File: config.mk
export PLATFORM = sky130hd
export DESIGN_NAME = yaw_frame_alignment_transform
export DESIGN_NICKNAME = d
export VERILOG_FILES = /design/src/yfat_pkg.sv /design/src/yaw_frame_alignment_transform.sv
export SDC_FILE = /design/constraint.sdc
export NUM_CORES = 2
export LEC_CHECK = 0
export ABC_AREA = 1
export BUFFER_PORTS_ARGS = -buffer_cell sky130_fd_sc_hd__buf_2
export CORE_ASPECT_RATIO = 0.75
export CORE_MARGIN = 4
export CORE_UTILIZATION = 30
export CTS_BUF_LIST = sky130_fd_sc_hd__clkbuf_8
export DETAILED_ROUTE_END_ITERATION = 8
export GPL_TIMING_DRIVEN = 0
export MAX_ROUTING_LAYER = met4
export SETUP_SLACK_MARGIN = 0.1
export SYNTH_ARGS = -nofsm -noshare
export SYNTH_HDL_FRONTEND = slang
export SYNTH_SLANG_ARGS = --single-unit
File: constraint.sdc
create_clock -name clk -period 19.25 [get_ports clk]
set_clock_uncertainty 0.1 [all_clocks]
set_input_delay 1.925 -clock clk [delete_from_list [all_inputs] [get_ports clk]]
set_output_delay 1.925 -clock clk [all_outputs]
set_load 0.01 [all_outputs]
File: src/yfat_pkg.sv
// Shared types, widths, constants and tables of the yaw frame alignment transform.
`default_nettype none

package yfat_pkg;

	// Rotation settings
	localparam int CORDIC_STEPS  = 16;
	localparam int FRACTION_BITS = 16;
	localparam int ATAN_COUNT    = 30;

	// Field widths
	localparam int OP_W    = 3;
	localparam int POS_W   = 31;
	localparam int HEAD_W  = 20;
	localparam int OUT_W   = 32;
	localparam int DHEAD_W = 21;

	// Stream widths: fields packed from bit 0 up, padded to whole bytes
	localparam int S_FIELDS_W = 3 * POS_W + HEAD_W;
	localparam int S_DATA_W   = ((S_FIELDS_W + 7) / 8) * 8;
	localparam int M_FIELDS_W = 3 * OUT_W + DHEAD_W;
	localparam int M_DATA_W   = ((M_FIELDS_W + 7) / 8) * 8;
	localparam int S_USER_W   = OP_W;
	localparam int M_USER_W   = 1;

	// Internal widths
	localparam int DPSI_W = HEAD_W + 1;            // yaw difference / offset
	localparam int PSI_W  = DPSI_W + 1;            // heading plus offset
	localparam int ZSH    = 30 - FRACTION_BITS;    // angle format to Q30
	localparam int Z_W    = DPSI_W + ZSH + 2;      // CORDIC angle accumulator
	localparam int CW     = OUT_W + 3;             // CORDIC x/y datapath
	localparam int SUM_W  = CW + 1;                // sums before saturation
	localparam int MUL_W  = OUT_W;                 // multiplier operand
	localparam int GAIN_W = 31;
	localparam int PROD_W = MUL_W + GAIN_W;
	localparam int ITER_W = $clog2(ATAN_COUNT);

	// Q30 constants
	localparam longint PI_Q30      = 64'sd3373259426;
	localparam longint HALF_PI_Q30 = 64'sd1686629713;
	localparam longint TWO_PI_Q30  = 64'sd6746518852;
	localparam longint GAIN_Q30    = 64'sd652032874;
	localparam longint TWO_PI_ANG  =
		(TWO_PI_Q30 + (64'sd1 <<< (29 - FRACTION_BITS))) / (64'sd1 <<< (30 - FRACTION_BITS));
	localparam longint HEAD_MIN    = -64'sd1048576;
	localparam longint RND_Q30     = 64'sd1 <<< 29;
	localparam longint SAT_HI      = 64'sd2147483647;
	localparam longint SAT_LO      = -64'sd2147483648;

	typedef logic [OP_W-1:0] op_t;
	localparam op_t OP_GUIDE = 3'd0;
	localparam op_t OP_NAV   = 3'd1;
	localparam op_t OP_AP_POS = 3'd2;
	localparam op_t OP_AP_YAW = 3'd3;
	localparam op_t OP_AP_MSG = 3'd4;

	typedef logic signed [POS_W-1:0]  pos_t;
	typedef logic signed [HEAD_W-1:0] head_t;
	typedef logic signed [OUT_W-1:0]  out_t;
	typedef logic signed [DPSI_W-1:0] dpsi_t;
	typedef logic signed [Z_W-1:0]    ang_t;
	typedef logic signed [CW-1:0]     cxy_t;
	typedef logic signed [SUM_W-1:0]  sum_t;

	// atan(2^-i) in Q30
	function automatic ang_t atan_q30(input logic [ITER_W-1:0] i);
		logic [31:0] v;
		unique case (i)
			5'd0:  v = 32'h3243F6A8;
			5'd1:  v = 32'h1DAC6705;
			5'd2:  v = 32'h0FADBAFC;
			5'd3:  v = 32'h07F56EA6;
			5'd4:  v = 32'h03FEAB76;
			5'd5:  v = 32'h01FFD55B;
			5'd6:  v = 32'h00FFFAAA;
			5'd7:  v = 32'h007FFF55;
			5'd8:  v = 32'h003FFFEA;
			5'd9:  v = 32'h001FFFFD;
			5'd10: v = 32'h000FFFFF;
			5'd11: v = 32'h0007FFFF;
			5'd12: v = 32'h0003FFFF;
			5'd13: v = 32'h0001FFFF;
			5'd14: v = 32'h0000FFFF;
			5'd15: v = 32'h00007FFF;
			5'd16: v = 32'h00003FFF;
			5'd17: v = 32'h00001FFF;
			5'd18: v = 32'h00000FFF;
			5'd19: v = 32'h000007FF;
			5'd20: v = 32'h000003FF;
			5'd21: v = 32'h000001FF;
			5'd22: v = 32'h000000FF;
			5'd23: v = 32'h0000007F;
			5'd24: v = 32'h0000003F;
			5'd25: v = 32'h0000001F;
			5'd26: v = 32'h0000000F;
			5'd27: v = 32'h00000008;
			5'd28: v = 32'h00000004;
			5'd29: v = 32'h00000002;
			default: v = 32'h0;
		endcase
		return ang_t'($signed({1'b0, v}));
	endfunction

	// angle in heading format to Q30
	function automatic ang_t ang_to_z(input dpsi_t a);
		ang_t t;
		t = ang_t'(a);
		return t <<< ZSH;
	endfunction

	function automatic out_t sat32(input sum_t v);
		out_t r;
		if (v > sum_t'(SAT_HI))
			r = out_t'(SAT_HI);
		else if (v < sum_t'(SAT_LO))
			r = out_t'(SAT_LO);
		else
			r = out_t'(v);
		return r;
	endfunction

endpackage

`default_nettype wire

File: src/yaw_frame_alignment_transform.sv
// Top level: frame alignment sequencer around a shared CORDIC stage and gain multiplier.
`default_nettype none

// Maps guidance setpoints into the autopilot frame. Beats on the slave side
// carry a tag in s_tuser: guidance setpoint, navigation estimate, autopilot
// position, autopilot yaw or other autopilot message; unknown tags are
// swallowed. Non-guidance beats are latched and give no output.
// Each guidance beat gives exactly one master beat: the held desired pose,
// recomputed (tuser 1) when a fresh navigation estimate and some autopilot
// data are on hand, else stale (tuser 0). The first recompute also fixes the
// yaw and translation offset between the frames, which costs one extra
// rotation. One rotation runs through a single shared CORDIC stage:
// angle reduction, the shared gain multiplier on x and then on y, and
// CORDIC_STEPS micro-rotations, one a cycle. A recomputed guidance beat
// thus runs one rotation, the aligning one two; a stale one skips the
// rotation and goes straight to the output state. The slave side stays
// not ready until the result is loaded into the output register, which
// waits there for m_tready while the next beat is already taken.
// Positions are Q15.16 in, Q16.16 out; angles are radians with FRACTION_BITS
// fraction bits; positions saturate to 32 bits and the output yaw is brought
// to at most two pi.
module yaw_frame_alignment_transform (
	input  wire logic                          clk,
	input  wire logic                          arst_n,
	input  wire logic                          s_tvalid,
	output logic                               s_tready,
	// pos_x[30:0], pos_y[61:31], pos_z[92:62], heading[112:93], zero pad
	input  wire logic [yfat_pkg::S_DATA_W-1:0] s_tdata,
	// op[2:0]
	input  wire logic [yfat_pkg::S_USER_W-1:0] s_tuser,
	output logic                               m_tvalid,
	input  wire logic                          m_tready,
	// des_x[31:0], des_y[63:32], des_z[95:64], des_heading[116:96], zero pad
	output logic [yfat_pkg::M_DATA_W-1:0]      m_tdata,
	// fresh[0]
	output logic [yfat_pkg::M_USER_W-1:0]      m_tuser
);
	import yfat_pkg::*;

	typedef enum logic [3:0] {
		ST_IDLE,
		ST_NORM,
		ST_MUL_X,
		ST_MUL_Y,
		ST_MUL_END,
		ST_ITER,
		ST_ALIGN,
		ST_APPLY,
		ST_WRAP,
		ST_OUT
	} state_t;

	localparam ang_t PI_Z      = ang_t'(PI_Q30);
	localparam ang_t HALF_PI_Z = ang_t'(HALF_PI_Q30);
	localparam ang_t TWO_PI_Z  = ang_t'(TWO_PI_Q30);
	localparam logic signed [GAIN_W-1:0] GAIN_S = GAIN_W'(GAIN_Q30);
	localparam logic signed [PROD_W-1:0] RND_P  = PROD_W'(RND_Q30);
	localparam logic signed [PSI_W-1:0]  TWO_PI_PSI = PSI_W'(TWO_PI_ANG);
	localparam logic signed [PSI_W-1:0]  HEAD_MIN_PSI = PSI_W'(HEAD_MIN);
	localparam logic [ITER_W-1:0]        ITER_LAST = ITER_W'(CORDIC_STEPS - 1);

	state_t state_q;

	// Latched poses
	pos_t  nav_x_q, nav_y_q, nav_z_q;
	head_t nav_h_q;
	pos_t  ap_x_q, ap_y_q, ap_z_q;
	head_t ap_h_q;
	pos_t  gd_x_q, gd_y_q, gd_z_q;
	head_t gd_h_q;

	// Frame offset and desired pose
	out_t  off_x_q, off_y_q, off_z_q;
	dpsi_t off_h_q;
	out_t  des_x_q, des_y_q, des_z_q;
	logic signed [DHEAD_W-1:0] des_h_q;

	logic nav_fresh_q, ap_seen_q, need_align_q;
	logic rot_align_q, fresh_pend_q;

	// Rotation datapath
	cxy_t cx_q, cy_q;
	ang_t z_q;
	logic [ITER_W-1:0] iter_q;
	logic signed [PROD_W-1:0] prod_q;
	logic signed [PSI_W-1:0]  psi_q;

	// Slave fields
	op_t   in_op;
	pos_t  in_x, in_y, in_z;
	head_t in_h;
	dpsi_t dpsi;

	logic signed [MUL_W-1:0]  mul_a;
	logic signed [PROD_W-1:0] prod_rnd;
	cxy_t scaled;
	cxy_t xs, ys;
	logic accept;

	assign in_op = op_t'(s_tuser);
	assign in_x  = s_tdata[POS_W-1:0];
	assign in_y  = s_tdata[2*POS_W-1:POS_W];
	assign in_z  = s_tdata[3*POS_W-1:2*POS_W];
	assign in_h  = s_tdata[3*POS_W+HEAD_W-1:3*POS_W];

	assign s_tready = (state_q == ST_IDLE);
	assign accept   = s_tvalid && s_tready;

	assign dpsi = dpsi_t'(ap_h_q) - dpsi_t'(nav_h_q);

	// shared gain multiplier, rounded half up then floored by 2^30
	assign mul_a    = (state_q == ST_MUL_X) ? cx_q[MUL_W-1:0] : cy_q[MUL_W-1:0];
	assign prod_rnd = prod_q + RND_P;
	assign scaled   = cxy_t'(prod_rnd >>> 30);

	// shared CORDIC shifter
	assign xs = cx_q >>> iter_q;
	assign ys = cy_q >>> iter_q;

	always_ff @(posedge clk or negedge arst_n) begin
		if (!arst_n) begin
			state_q      <= ST_IDLE;
			nav_x_q      <= '0;
			nav_y_q      <= '0;
			nav_z_q      <= '0;
			nav_h_q      <= '0;
			ap_x_q       <= '0;
			ap_y_q       <= '0;
			ap_z_q       <= '0;
			ap_h_q       <= '0;
			off_x_q      <= '0;
			off_y_q      <= '0;
			off_z_q      <= '0;
			off_h_q      <= '0;
			des_x_q      <= '0;
			des_y_q      <= '0;
			des_z_q      <= '0;
			des_h_q      <= '0;
			nav_fresh_q  <= 1'b0;
			ap_seen_q    <= 1'b0;
			need_align_q <= 1'b1;
			rot_align_q  <= 1'b0;
			fresh_pend_q <= 1'b0;
			m_tvalid     <= 1'b0;
			m_tdata      <= '0;
			m_tuser      <= '0;
		end else begin
			// the output state reloads or holds the beat itself
			if (m_tvalid && m_tready && state_q != ST_OUT)
				m_tvalid <= 1'b0;

			unique case (state_q)
				ST_IDLE: begin
					if (accept) begin
						unique case (in_op)
							OP_NAV: begin
								nav_x_q     <= in_x;
								nav_y_q     <= in_y;
								nav_z_q     <= in_z;
								nav_h_q     <= in_h;
								nav_fresh_q <= 1'b1;
							end
							OP_AP_POS: begin
								ap_x_q    <= in_x;
								ap_y_q    <= in_y;
								ap_z_q    <= in_z;
								ap_seen_q <= 1'b1;
							end
							OP_AP_YAW: begin
								ap_h_q    <= in_h;
								ap_seen_q <= 1'b1;
							end
							OP_AP_MSG: begin
								ap_seen_q <= 1'b1;
							end
							OP_GUIDE: begin
								gd_x_q <= in_x;
								gd_y_q <= in_y;
								gd_z_q <= in_z;
								gd_h_q <= in_h;
								if (nav_fresh_q && ap_seen_q) begin
									if (need_align_q) begin
										// rotate the navigation position first
										cx_q        <= cxy_t'(nav_x_q);
										cy_q        <= cxy_t'(nav_y_q);
										z_q         <= ang_to_z(dpsi);
										off_h_q     <= dpsi;
										rot_align_q <= 1'b1;
									end else begin
										cx_q        <= cxy_t'(in_x);
										cy_q        <= cxy_t'(in_y);
										z_q         <= ang_to_z(off_h_q);
										rot_align_q <= 1'b0;
									end
									state_q <= ST_NORM;
								end else begin
									fresh_pend_q <= 1'b0;
									state_q      <= ST_OUT;
								end
							end
							default: ;
						endcase
					end
				end

				ST_NORM: begin
					// into (-pi, pi], then a half turn into [-pi/2, pi/2]
					priority if (z_q > PI_Z) begin
						z_q <= z_q - TWO_PI_Z;
					end else if (z_q <= -PI_Z) begin
						z_q <= z_q + TWO_PI_Z;
					end else if (z_q > HALF_PI_Z) begin
						z_q     <= z_q - PI_Z;
						cx_q    <= -cx_q;
						cy_q    <= -cy_q;
						state_q <= ST_MUL_X;
					end else if (z_q < -HALF_PI_Z) begin
						z_q     <= z_q + PI_Z;
						cx_q    <= -cx_q;
						cy_q    <= -cy_q;
						state_q <= ST_MUL_X;
					end else begin
						state_q <= ST_MUL_X;
					end
				end

				ST_MUL_X: begin
					prod_q  <= mul_a * GAIN_S;
					state_q <= ST_MUL_Y;
				end

				ST_MUL_Y: begin
					cx_q    <= scaled;
					prod_q  <= mul_a * GAIN_S;
					state_q <= ST_MUL_END;
				end

				ST_MUL_END: begin
					cy_q    <= scaled;
					iter_q  <= '0;
					state_q <= ST_ITER;
				end

				ST_ITER: begin
					if (z_q >= 0) begin
						cx_q <= cx_q - ys;
						cy_q <= cy_q + xs;
						z_q  <= z_q - atan_q30(iter_q);
					end else begin
						cx_q <= cx_q + ys;
						cy_q <= cy_q - xs;
						z_q  <= z_q + atan_q30(iter_q);
					end
					iter_q <= iter_q + 1'b1;
					if (iter_q == ITER_LAST)
						state_q <= rot_align_q ? ST_ALIGN : ST_APPLY;
				end

				ST_ALIGN: begin
					off_x_q      <= sat32(sum_t'(ap_x_q) - sum_t'(cx_q));
					off_y_q      <= sat32(sum_t'(ap_y_q) - sum_t'(cy_q));
					off_z_q      <= sat32(sum_t'(ap_z_q) - sum_t'(nav_z_q));
					need_align_q <= 1'b0;
					// now the guidance position with the new offset
					cx_q         <= cxy_t'(gd_x_q);
					cy_q         <= cxy_t'(gd_y_q);
					z_q          <= ang_to_z(off_h_q);
					rot_align_q  <= 1'b0;
					state_q      <= ST_NORM;
				end

				ST_APPLY: begin
					des_x_q     <= sat32(sum_t'(cx_q) + sum_t'(off_x_q));
					des_y_q     <= sat32(sum_t'(cy_q) + sum_t'(off_y_q));
					des_z_q     <= sat32(sum_t'(gd_z_q) + sum_t'(off_z_q));
					psi_q       <= PSI_W'(gd_h_q) + PSI_W'(off_h_q);
					nav_fresh_q <= 1'b0;
					state_q     <= ST_WRAP;
				end

				ST_WRAP: begin
					if (psi_q > TWO_PI_PSI) begin
						psi_q <= psi_q - TWO_PI_PSI;
					end else begin
						des_h_q      <= (psi_q < HEAD_MIN_PSI) ? DHEAD_W'(HEAD_MIN_PSI)
						                                       : DHEAD_W'(psi_q);
						fresh_pend_q <= 1'b1;
						state_q      <= ST_OUT;
					end
				end

				ST_OUT: begin
					if (!m_tvalid || m_tready) begin
						m_tvalid <= 1'b1;
						m_tdata  <= M_DATA_W'({des_h_q, des_z_q, des_y_q, des_x_q});
						m_tuser  <= M_USER_W'(fresh_pend_q);
						state_q  <= ST_IDLE;
					end
				end

				default: state_q <= ST_IDLE;
			endcase
		end
	end

`ifndef SYNTHESIS
	// a result beat only ever comes out of the output state
	a_out_from_seq: assert property (@(posedge clk) disable iff (!arst_n)
		$rose(m_tvalid) |-> $past(state_q == ST_OUT))
		else $error("result beat raised outside the output state");

	// alignment happens once and is never re-armed
	a_align_once: assert property (@(posedge clk) disable iff (!arst_n)
		!$rose(need_align_q))
		else $error("alignment request re-armed");

	// output yaw has been wrapped to at most two pi
	a_yaw_wrapped: assert property (@(posedge clk) disable iff (!arst_n)
		m_tvalid |-> ($signed(m_tdata[3*OUT_W+DHEAD_W-1:3*OUT_W]) <= $signed(DHEAD_W'(TWO_PI_ANG))))
		else $error("desired heading above two pi");

	// a recomputed result has consumed the navigation estimate
	a_fresh_consumes_nav: assert property (@(posedge clk) disable iff (!arst_n)
		($rose(m_tvalid) && m_tuser[0]) |-> !nav_fresh_q)
		else $error("fresh result left navigation marked fresh");
`endif

endmodule

`default_nettype wire
# After elaboration in Yosys (flattened, before gate mapping)
# Memory sizes are Yosys's and may differ from the RTL's. A register that Yosys moved wholly into a read port is not among the register bits.
# Index checks and enable logic that the tools add are counted.
[classes]
n_addsub = 23
mul = 1
order_cmp = 19
eq_ne = 28
shifts = 2
n_mux = 79
n_bitwise = 1
reduce_logical = 36
[ops]
columns = ["op", "n"]
rows = [
  ["35-bit two-way mux", 18],
  ["32-bit two-way mux", 17],
  ["35-bit one-hot mux with 5 select lines", 2],
  ["37-bit two-way mux", 9],
  ["37-bit one-hot mux with 4 select lines", 1],
  ["36-bit by 32-bit > comparator with 1-bit output (second input constant)", 4],
  ["36-bit by 32-bit less-than comparator with 1-bit output (second input constant)", 4],
  ["35-bit by 32-bit adder with 36-bit output", 2],
  ["31-bit by 35-bit subtractor with 36-bit output", 2],
  ["35-bit adder", 2],
  ["35-bit negator", 2],
  ["35-bit by 5-bit >>> shifter with 35-bit output", 2],
  ["35-bit subtractor", 2],
  ["63-bit by 31-bit adder with 63-bit output (second input constant)", 1],
  ["32-bit by 30-bit multiplier with 62-bit output (second input constant)", 1],
  ["22-bit one-hot mux with 2 select lines", 1],
  ["4-bit one-hot mux with 10 select lines", 1],
  ["37-bit by 33-bit adder with 37-bit output", 1],
  ["37-bit by 33-bit adder with 37-bit output (second input constant)", 1],
  ["37-bit by 34-bit adder with 37-bit output (second input constant)", 1],
  ["37-bit by 1-bit >= comparator with 1-bit output (second input constant)", 1],
  ["37-bit by 32-bit > comparator with 1-bit output (second input constant)", 1],
  ["37-bit by 33-bit > comparator with 1-bit output (second input constant)", 1],
  ["37-bit by 33-bit <= comparator with 1-bit output (second input constant)", 1],
  ["54 further kinds", 111],
]
[totals]
register_bits = 897
romBits = 1920
inputBits = 127
output_inout_bits = 123
wordCells = 226
memories = 2
[memory_table]
columns = ["memory", "depth", "width", "rd", "rd_clocked_by_memory_dff", "wr", "line_no", "source"]
rows = [
  ["(no name shown)", 32, 30, 1, 1, 0, "yfat_pkg.sv:68", "unique case (i)"],
  ["(no name shown)", 32, 30, 1, 1, 0, "yfat_pkg.sv:68", ""],
]

# Depth between registers and ports, before layout
[logic_depth]
depth_word = 6
ltp_mapped = 39
depth_no_buf = 36

# Least setup slack after synthesis
# No wires, ideal clock.
[synth_timing]
path_type = "input port to flip-flop"
startpoint = "input port s_tuser[1] in the netlist's numbering"
endpoint = "register gd_h_q[0], enable pin"
setup_ns = 0.586
arrival_time_ns = 7.064
required_ns = 18.564
slack_ns = 11.500
stages = 5
n_path_buf = 0
cell_sequence = "nor2_1 -> inv_1 -> nor4_1 -> inv_1 -> nor2_1"
[synth_between]
elab_chain_cells = 2
[synth_rtl]
columns = ["element", "line_no", "source"]
rows = [
  ["start: declaration", "yaw_frame_alignment_transform.sv:30", "input wire logic [yfat_pkg::S_USER_W-1:0] s_tuser,"],
  ["3-bit zero test", "yaw_frame_alignment_transform.sv:155", "unique case (in_op)"],
  ["4-bit AND reduction (no line)", "--", ""],
  ["end signal: assignment", "yaw_frame_alignment_transform.sv:180", "gd_h_q <= in_h;"],
  ["end: declaration", "yaw_frame_alignment_transform.sv:70", "head_t gd_h_q;"],
]
# Every way passes these cells.
# A chain may end at the register's enable or synchronous reset.

# Final worst setup path
[layout_timing]
startpoint = "register state_q[1]"
endpoint = "register prod_q[61] (data pin)"
[layout_between]
elab_chain_cells = 3
[layout_rtl]
columns = ["element", "line_no", "source"]
rows = [
  ["start: declaration", "yaw_frame_alignment_transform.sv:62", "state_t state_q;"],
  ["start signal: assignment", "yaw_frame_alignment_transform.sv:256", "state_q <= rot_align_q ? ST_ALIGN : ST_APPLY;"],
  ["4-bit by 2-bit == test with 1-bit output", "yaw_frame_alignment_transform.sv:112, yaw_frame_alignment_transform.sv:152", ""],
  ["32-bit two-way mux", "yaw_frame_alignment_transform.sv:112", "assign mul_a = (state_q == ST_MUL_X) ? cx_q[MUL_W-1:0] : cy_q[MUL_W-1:0];"],
  ["32-bit by 30-bit multiplier with 62-bit output", "yaw_frame_alignment_transform.sv:228, yaw_frame_alignment_transform.sv:234", ""],
  ["end signal: assignment", "yaw_frame_alignment_transform.sv:228", "prod_q <= mul_a * GAIN_S;"],
  ["end signal: assignment", "yaw_frame_alignment_transform.sv:234", "prod_q <= mul_a * GAIN_S;"],
  ["end: declaration", "yaw_frame_alignment_transform.sv:85", "logic signed [PROD_W-1:0] prod_q;"],
]
# Every way passes these cells.

==> impl_results.md <==
- Via count: 89300
- Period utilization: 54.7%
- Max-cap violations: 7
- Area Overhead vs Synth: 11.5%
- CTS Buffer Depth: 3
- Final-layout fill cell count: 32200
- Site row count: 173
- Final Max Slew Viols: 48
- Element type at the critical path end: flip-flop
- Average cell area after synthesis: 7.33 sq um
- Reg2Reg Capture Point: prod_q[61]$_DFFE_PP_
- Gate Count Post-Synth: 12300
- Number of global-route vias before repair: 82600
- Flops & latches, synth: 899
- 1st-pass router iterations: 7
- Max Fclk: 95.0 MHz
- Setup bufs post-CTS: 0
- Top flip-flop cell by instance count after synthesis: sky130_fd_sc_hd__dfrtp_1
- Insertion delay to the later sink of the worst-skew pair: 0.96 ns
- Count of final hold-check violations: 0
- Core footprint: 297000 sq um
- Yosys Warn Count: 0
- Endpoint, Worst Hold: m_tdata[105]$_DFFE_PN0P_
- CTS hold repair buffers: 0
- Number of vias per cell: 5.31
- Violations in the final reports: max-capacitance violations, max-slew violations
- # setup viols final: 0
- Routed length per placed instance: 24.0 um
- Post-Syn Area: 89800 sq um
- Clk root buf: sky130_fd_sc_hd__clkbuf_8
- Number of nets in the finished design: 14000
- Initial core utilization: 30.2%
- Post-cts gate resize count: 0
- Leading post-synthesis cells by cell area: sky130_fd_sc_hd__dfrtp_1 16%, sky130_fd_sc_hd__nand2_1 11%, sky130_fd_sc_hd__ha_1 9.9%
- Path category of the worst min-delay check: reg -> reg
- Aggregate global routing overflow: 0
- Setup repair after global routing missed its margin: no
- DIE HEIGHT: 482 um
- Seq/Total Area, Yosys: 26.5%
- Max_slew headroom: -6.79%
- Setup crit start kind: flip-flop
- Initial antenna violation count: 37
- Critical-path cell with the highest stage delay: sky130_fd_sc_hd__clkbuf_1
- Count of buffers inserted at the top-level ports: 239
- Boundary pin count: 250
- Violation count after the first detailed-route iteration: 11700
- Die area: 308000 sq um
- Yosys top cell area share: 16.4%
- Total global routing track utilization: 26.1%
- Total wire length: 403 mm
- Clock tree from TritonCTS: yes
- Clock sink total: 899
- Number of flops mapped to enable cells by yosys: 281
- Clock period minus worst slack: 10.53 ns
- Crit path kind: reg -> reg
- Count of nets left with antenna violations after detail routing: 0
- Final GP Congestion: 1.06
- Hold Path Cell Cnt: 2
- Beginning of the worst hold path: m_tdata[105]$_DFFE_PN0P_
- Path depth of the worst reg2reg path: 32
- Register-to-register setup slack: 8.72 ns
- Proportion of layout cells with a drive suffix above 1: 7.51%
- Run status: finished with violations
- Worst reg2reg startpoint: state_q[1]$_DFFE_PN0P_
- H-Tree Depth: 4
- Core occupancy in the finished layout: 33.7%
- Ys async rst share: 65.4%
- Endpoint required time on the critical path: 19.83 ns
- Cell repeated most along the worst path: sky130_fd_sc_hd__fa_1
- Tightest Pin Transition: 1.59 ns
- Top cell type by total area after synthesis: sky130_fd_sc_hd__dfrtp_1
- Clock-pin slew reported for the worst setup and hold paths after clock tree synthesis: 0.06 ns
- Wire length of the first global-routing pass: 576 mm
- Overall die width: 640 um
- Total half-perimeter wirelength after legalization and detailed placement: 336 mm
- Crit path largest cell delay: 0.84 ns
- Count of cell types in the netlist: 80
- Worst EP arrival: 11.11 ns
- Number of clock buffers inserted by TritonCTS: 163
- # DRC: 0
- Maximum fanout encountered on the critical timing path: 10
- Pin count of the biggest net entering global routing: 119
[routing by layer]
metal / vias to the layer above / track usage (%) / part of all wire (%)
met5: - / - / 0
met4: 0 / 7.36 / 3.3
met3: 633 / 6.29 / 11
met2: 4654 / 35.7 / 40
met1: 42700 / 37.7 / 46
li1: 41300 / - / -
[per-stage QoR]
step	instance area, sq um	hold WS [ns]	setup TNS, ns	setup WS (ns)	std cells
floorplan	89800	0.328	0	11.50	12300
global placement	95900	0.359	-858.16	-6.20	16400
finish	100000	0.375	0	8.72	16800
CTS	100000	0.381	0	8.61	16800
detailed placement	96500	0.360	0	8.68	16500
global route	100000	0.393	0	8.32	16800
[layout by cell type (no fill, tap or decap), types with 106 or more instances in the layout]
cell type / n
sky130_fd_sc_hd__nand2_1: 2604
sky130_fd_sc_hd__inv_1: 1829
sky130_fd_sc_hd__nor2_1: 1060
sky130_fd_sc_hd__a21oi_1: 952
sky130_fd_sc_hd__o21ai_0: 912
sky130_fd_sc_hd__nand3_1: 832
sky130_fd_sc_hd__ha_1: 714
sky130_fd_sc_hd__dfrtp_1: 587
sky130_fd_sc_hd__fa_1: 419
sky130_fd_sc_hd__xor2_1: 412
sky130_fd_sc_hd__buf_2: 337
sky130_fd_sc_hd__edfxtp_1: 281
sky130_fd_sc_hd__clkbuf_1: 198
sky130_fd_sc_hd__clkbuf_8: 193
sky130_fd_sc_hd__nor3_1: 127
sky130_fd_sc_hd__xnor2_1: 125
sky130_fd_sc_hd__nand4_1: 106
[flip-flops by register name (all words and copies together), names as in the netlist, 34 cells and up, named ones only]
name and flops:
m_tdata 117, z_q 37, cx_q 35, cy_q 35, prod_q 34
[synthesized netlist by cell type, types with 20 or more instances]
master and count:
sky130_fd_sc_hd__xnor2_1 125, sky130_fd_sc_hd__buf_6 20, sky130_fd_sc_hd__o221ai_1 23, sky130_fd_sc_hd__o22ai_1 29, sky130_fd_sc_hd__nand3_1 832, sky130_fd_sc_hd__inv_2 24, sky130_fd_sc_hd__ha_1 714, sky130_fd_sc_hd__nand2_2 33
sky130_fd_sc_hd__dfrtp_1 587, sky130_fd_sc_hd__o21ai_0 926, sky130_fd_sc_hd__a21o_1 62, sky130_fd_sc_hd__nor4_1 49, sky130_fd_sc_hd__buf_2 99, sky130_fd_sc_hd__fa_1 419, sky130_fd_sc_hd__o21bai_1 45, sky130_fd_sc_hd__o21a_1 33
sky130_fd_sc_hd__a211oi_1 28, sky130_fd_sc_hd__mux2_2 97, sky130_fd_sc_hd__or2_2 63, sky130_fd_sc_hd__nand4_1 106, sky130_fd_sc_hd__dfxtp_1 30, sky130_fd_sc_hd__o21ai_1 59, sky130_fd_sc_hd__a21boi_0 26, sky130_fd_sc_hd__o31ai_1 21
sky130_fd_sc_hd__nand2_1 2604, sky130_fd_sc_hd__a31oi_1 89, sky130_fd_sc_hd__nor3_1 131, sky130_fd_sc_hd__buf_1 25, sky130_fd_sc_hd__nand3b_1 24, sky130_fd_sc_hd__inv_1 1782, sky130_fd_sc_hd__xor2_1 412, sky130_fd_sc_hd__clkbuf_1 206
sky130_fd_sc_hd__nor2_1 1063, sky130_fd_sc_hd__edfxtp_1 281, sky130_fd_sc_hd__o211ai_1 38, sky130_fd_sc_hd__a21oi_1 952
[logic make-up (layout without fill, tap and decap cells)]
| family | count (synthesis) | count (layout) | synth area share, % |
|---|---|---|---|
| AO/OA/AOI/OAI | 2433 | 2433 | 15.0 |
| XOR/XNOR | 537 | 537 | 5.24 |
| adder cells (fa/ha/maj) | 1133 | 1133 | 19.3 |
| buffers and inverters | 2190 | 2767 | 9.54 |
| flip-flops | 899 | 899 | 26.5 |
| multiplexers | 97 | 97 | 1.22 |
| other | 1 | 36 | 0.00418 |
| AND/OR/NAND/NOR | 4970 | 4970 | 23.3 |
[critical path, delay by kind of cell, from the launching register on]
family	cells	cell delay [ns]
buf+inv	11	2.47
simple gates	5	0.57
flops	1	0.44
fa+ha+maj	9	4.56
compound gates	6	1.76
xor+xnor	1	0.36
[worst max path at each step]
stage                            to  slack, ns                   start  depth (start not counted)
2_1_floorplan   gd_h_q[0]$_DFFE_PP_      11.50              s_tuser[1]                          5
3_3_place_gp    gd_z_q[6]$_DFFE_PP_      -6.20                  arst_n                          3
3_5_place_dp   prod_q[61]$_DFFE_PP_       8.68  state_q[2]$_DFFE_PN0P_                         31
4_1_cts        prod_q[61]$_DFFE_PP_       8.61  state_q[3]$_DFFE_PN0P_                         31
5_1_grt        prod_q[61]$_DFFE_PP_       8.32  state_q[1]$_DFFE_PN0P_                         32
6_report       prod_q[61]$_DFFE_PP_       8.72  state_q[1]$_DFFE_PN0P_                         32
[cell type report]
| type | instances | area [sq um] | area share [%] |
|---|---|---|---|
| clock buffers | 193 | 2660 | 2.65 |
| diodes | 33 | 82.6 | 0.0825 |
| clock inverters | 111 | 835 | 0.834 |
| well taps | 3937 | 4930 | 4.92 |
| inverters | 1822 | 6850 | 6.84 |
| flip-flops and latches | 899 | 23800 | 23.7 |
| multi-input cells | 9173 | 57500 | 57.5 |
| repair buffers | 273 | 1730 | 1.73 |
| plain buffers | 368 | 1730 | 1.73 |
Power is left out: the tool's default activity adds up to more than one toggle a clock period on the data nets, which glitch-free logic cannot reach.
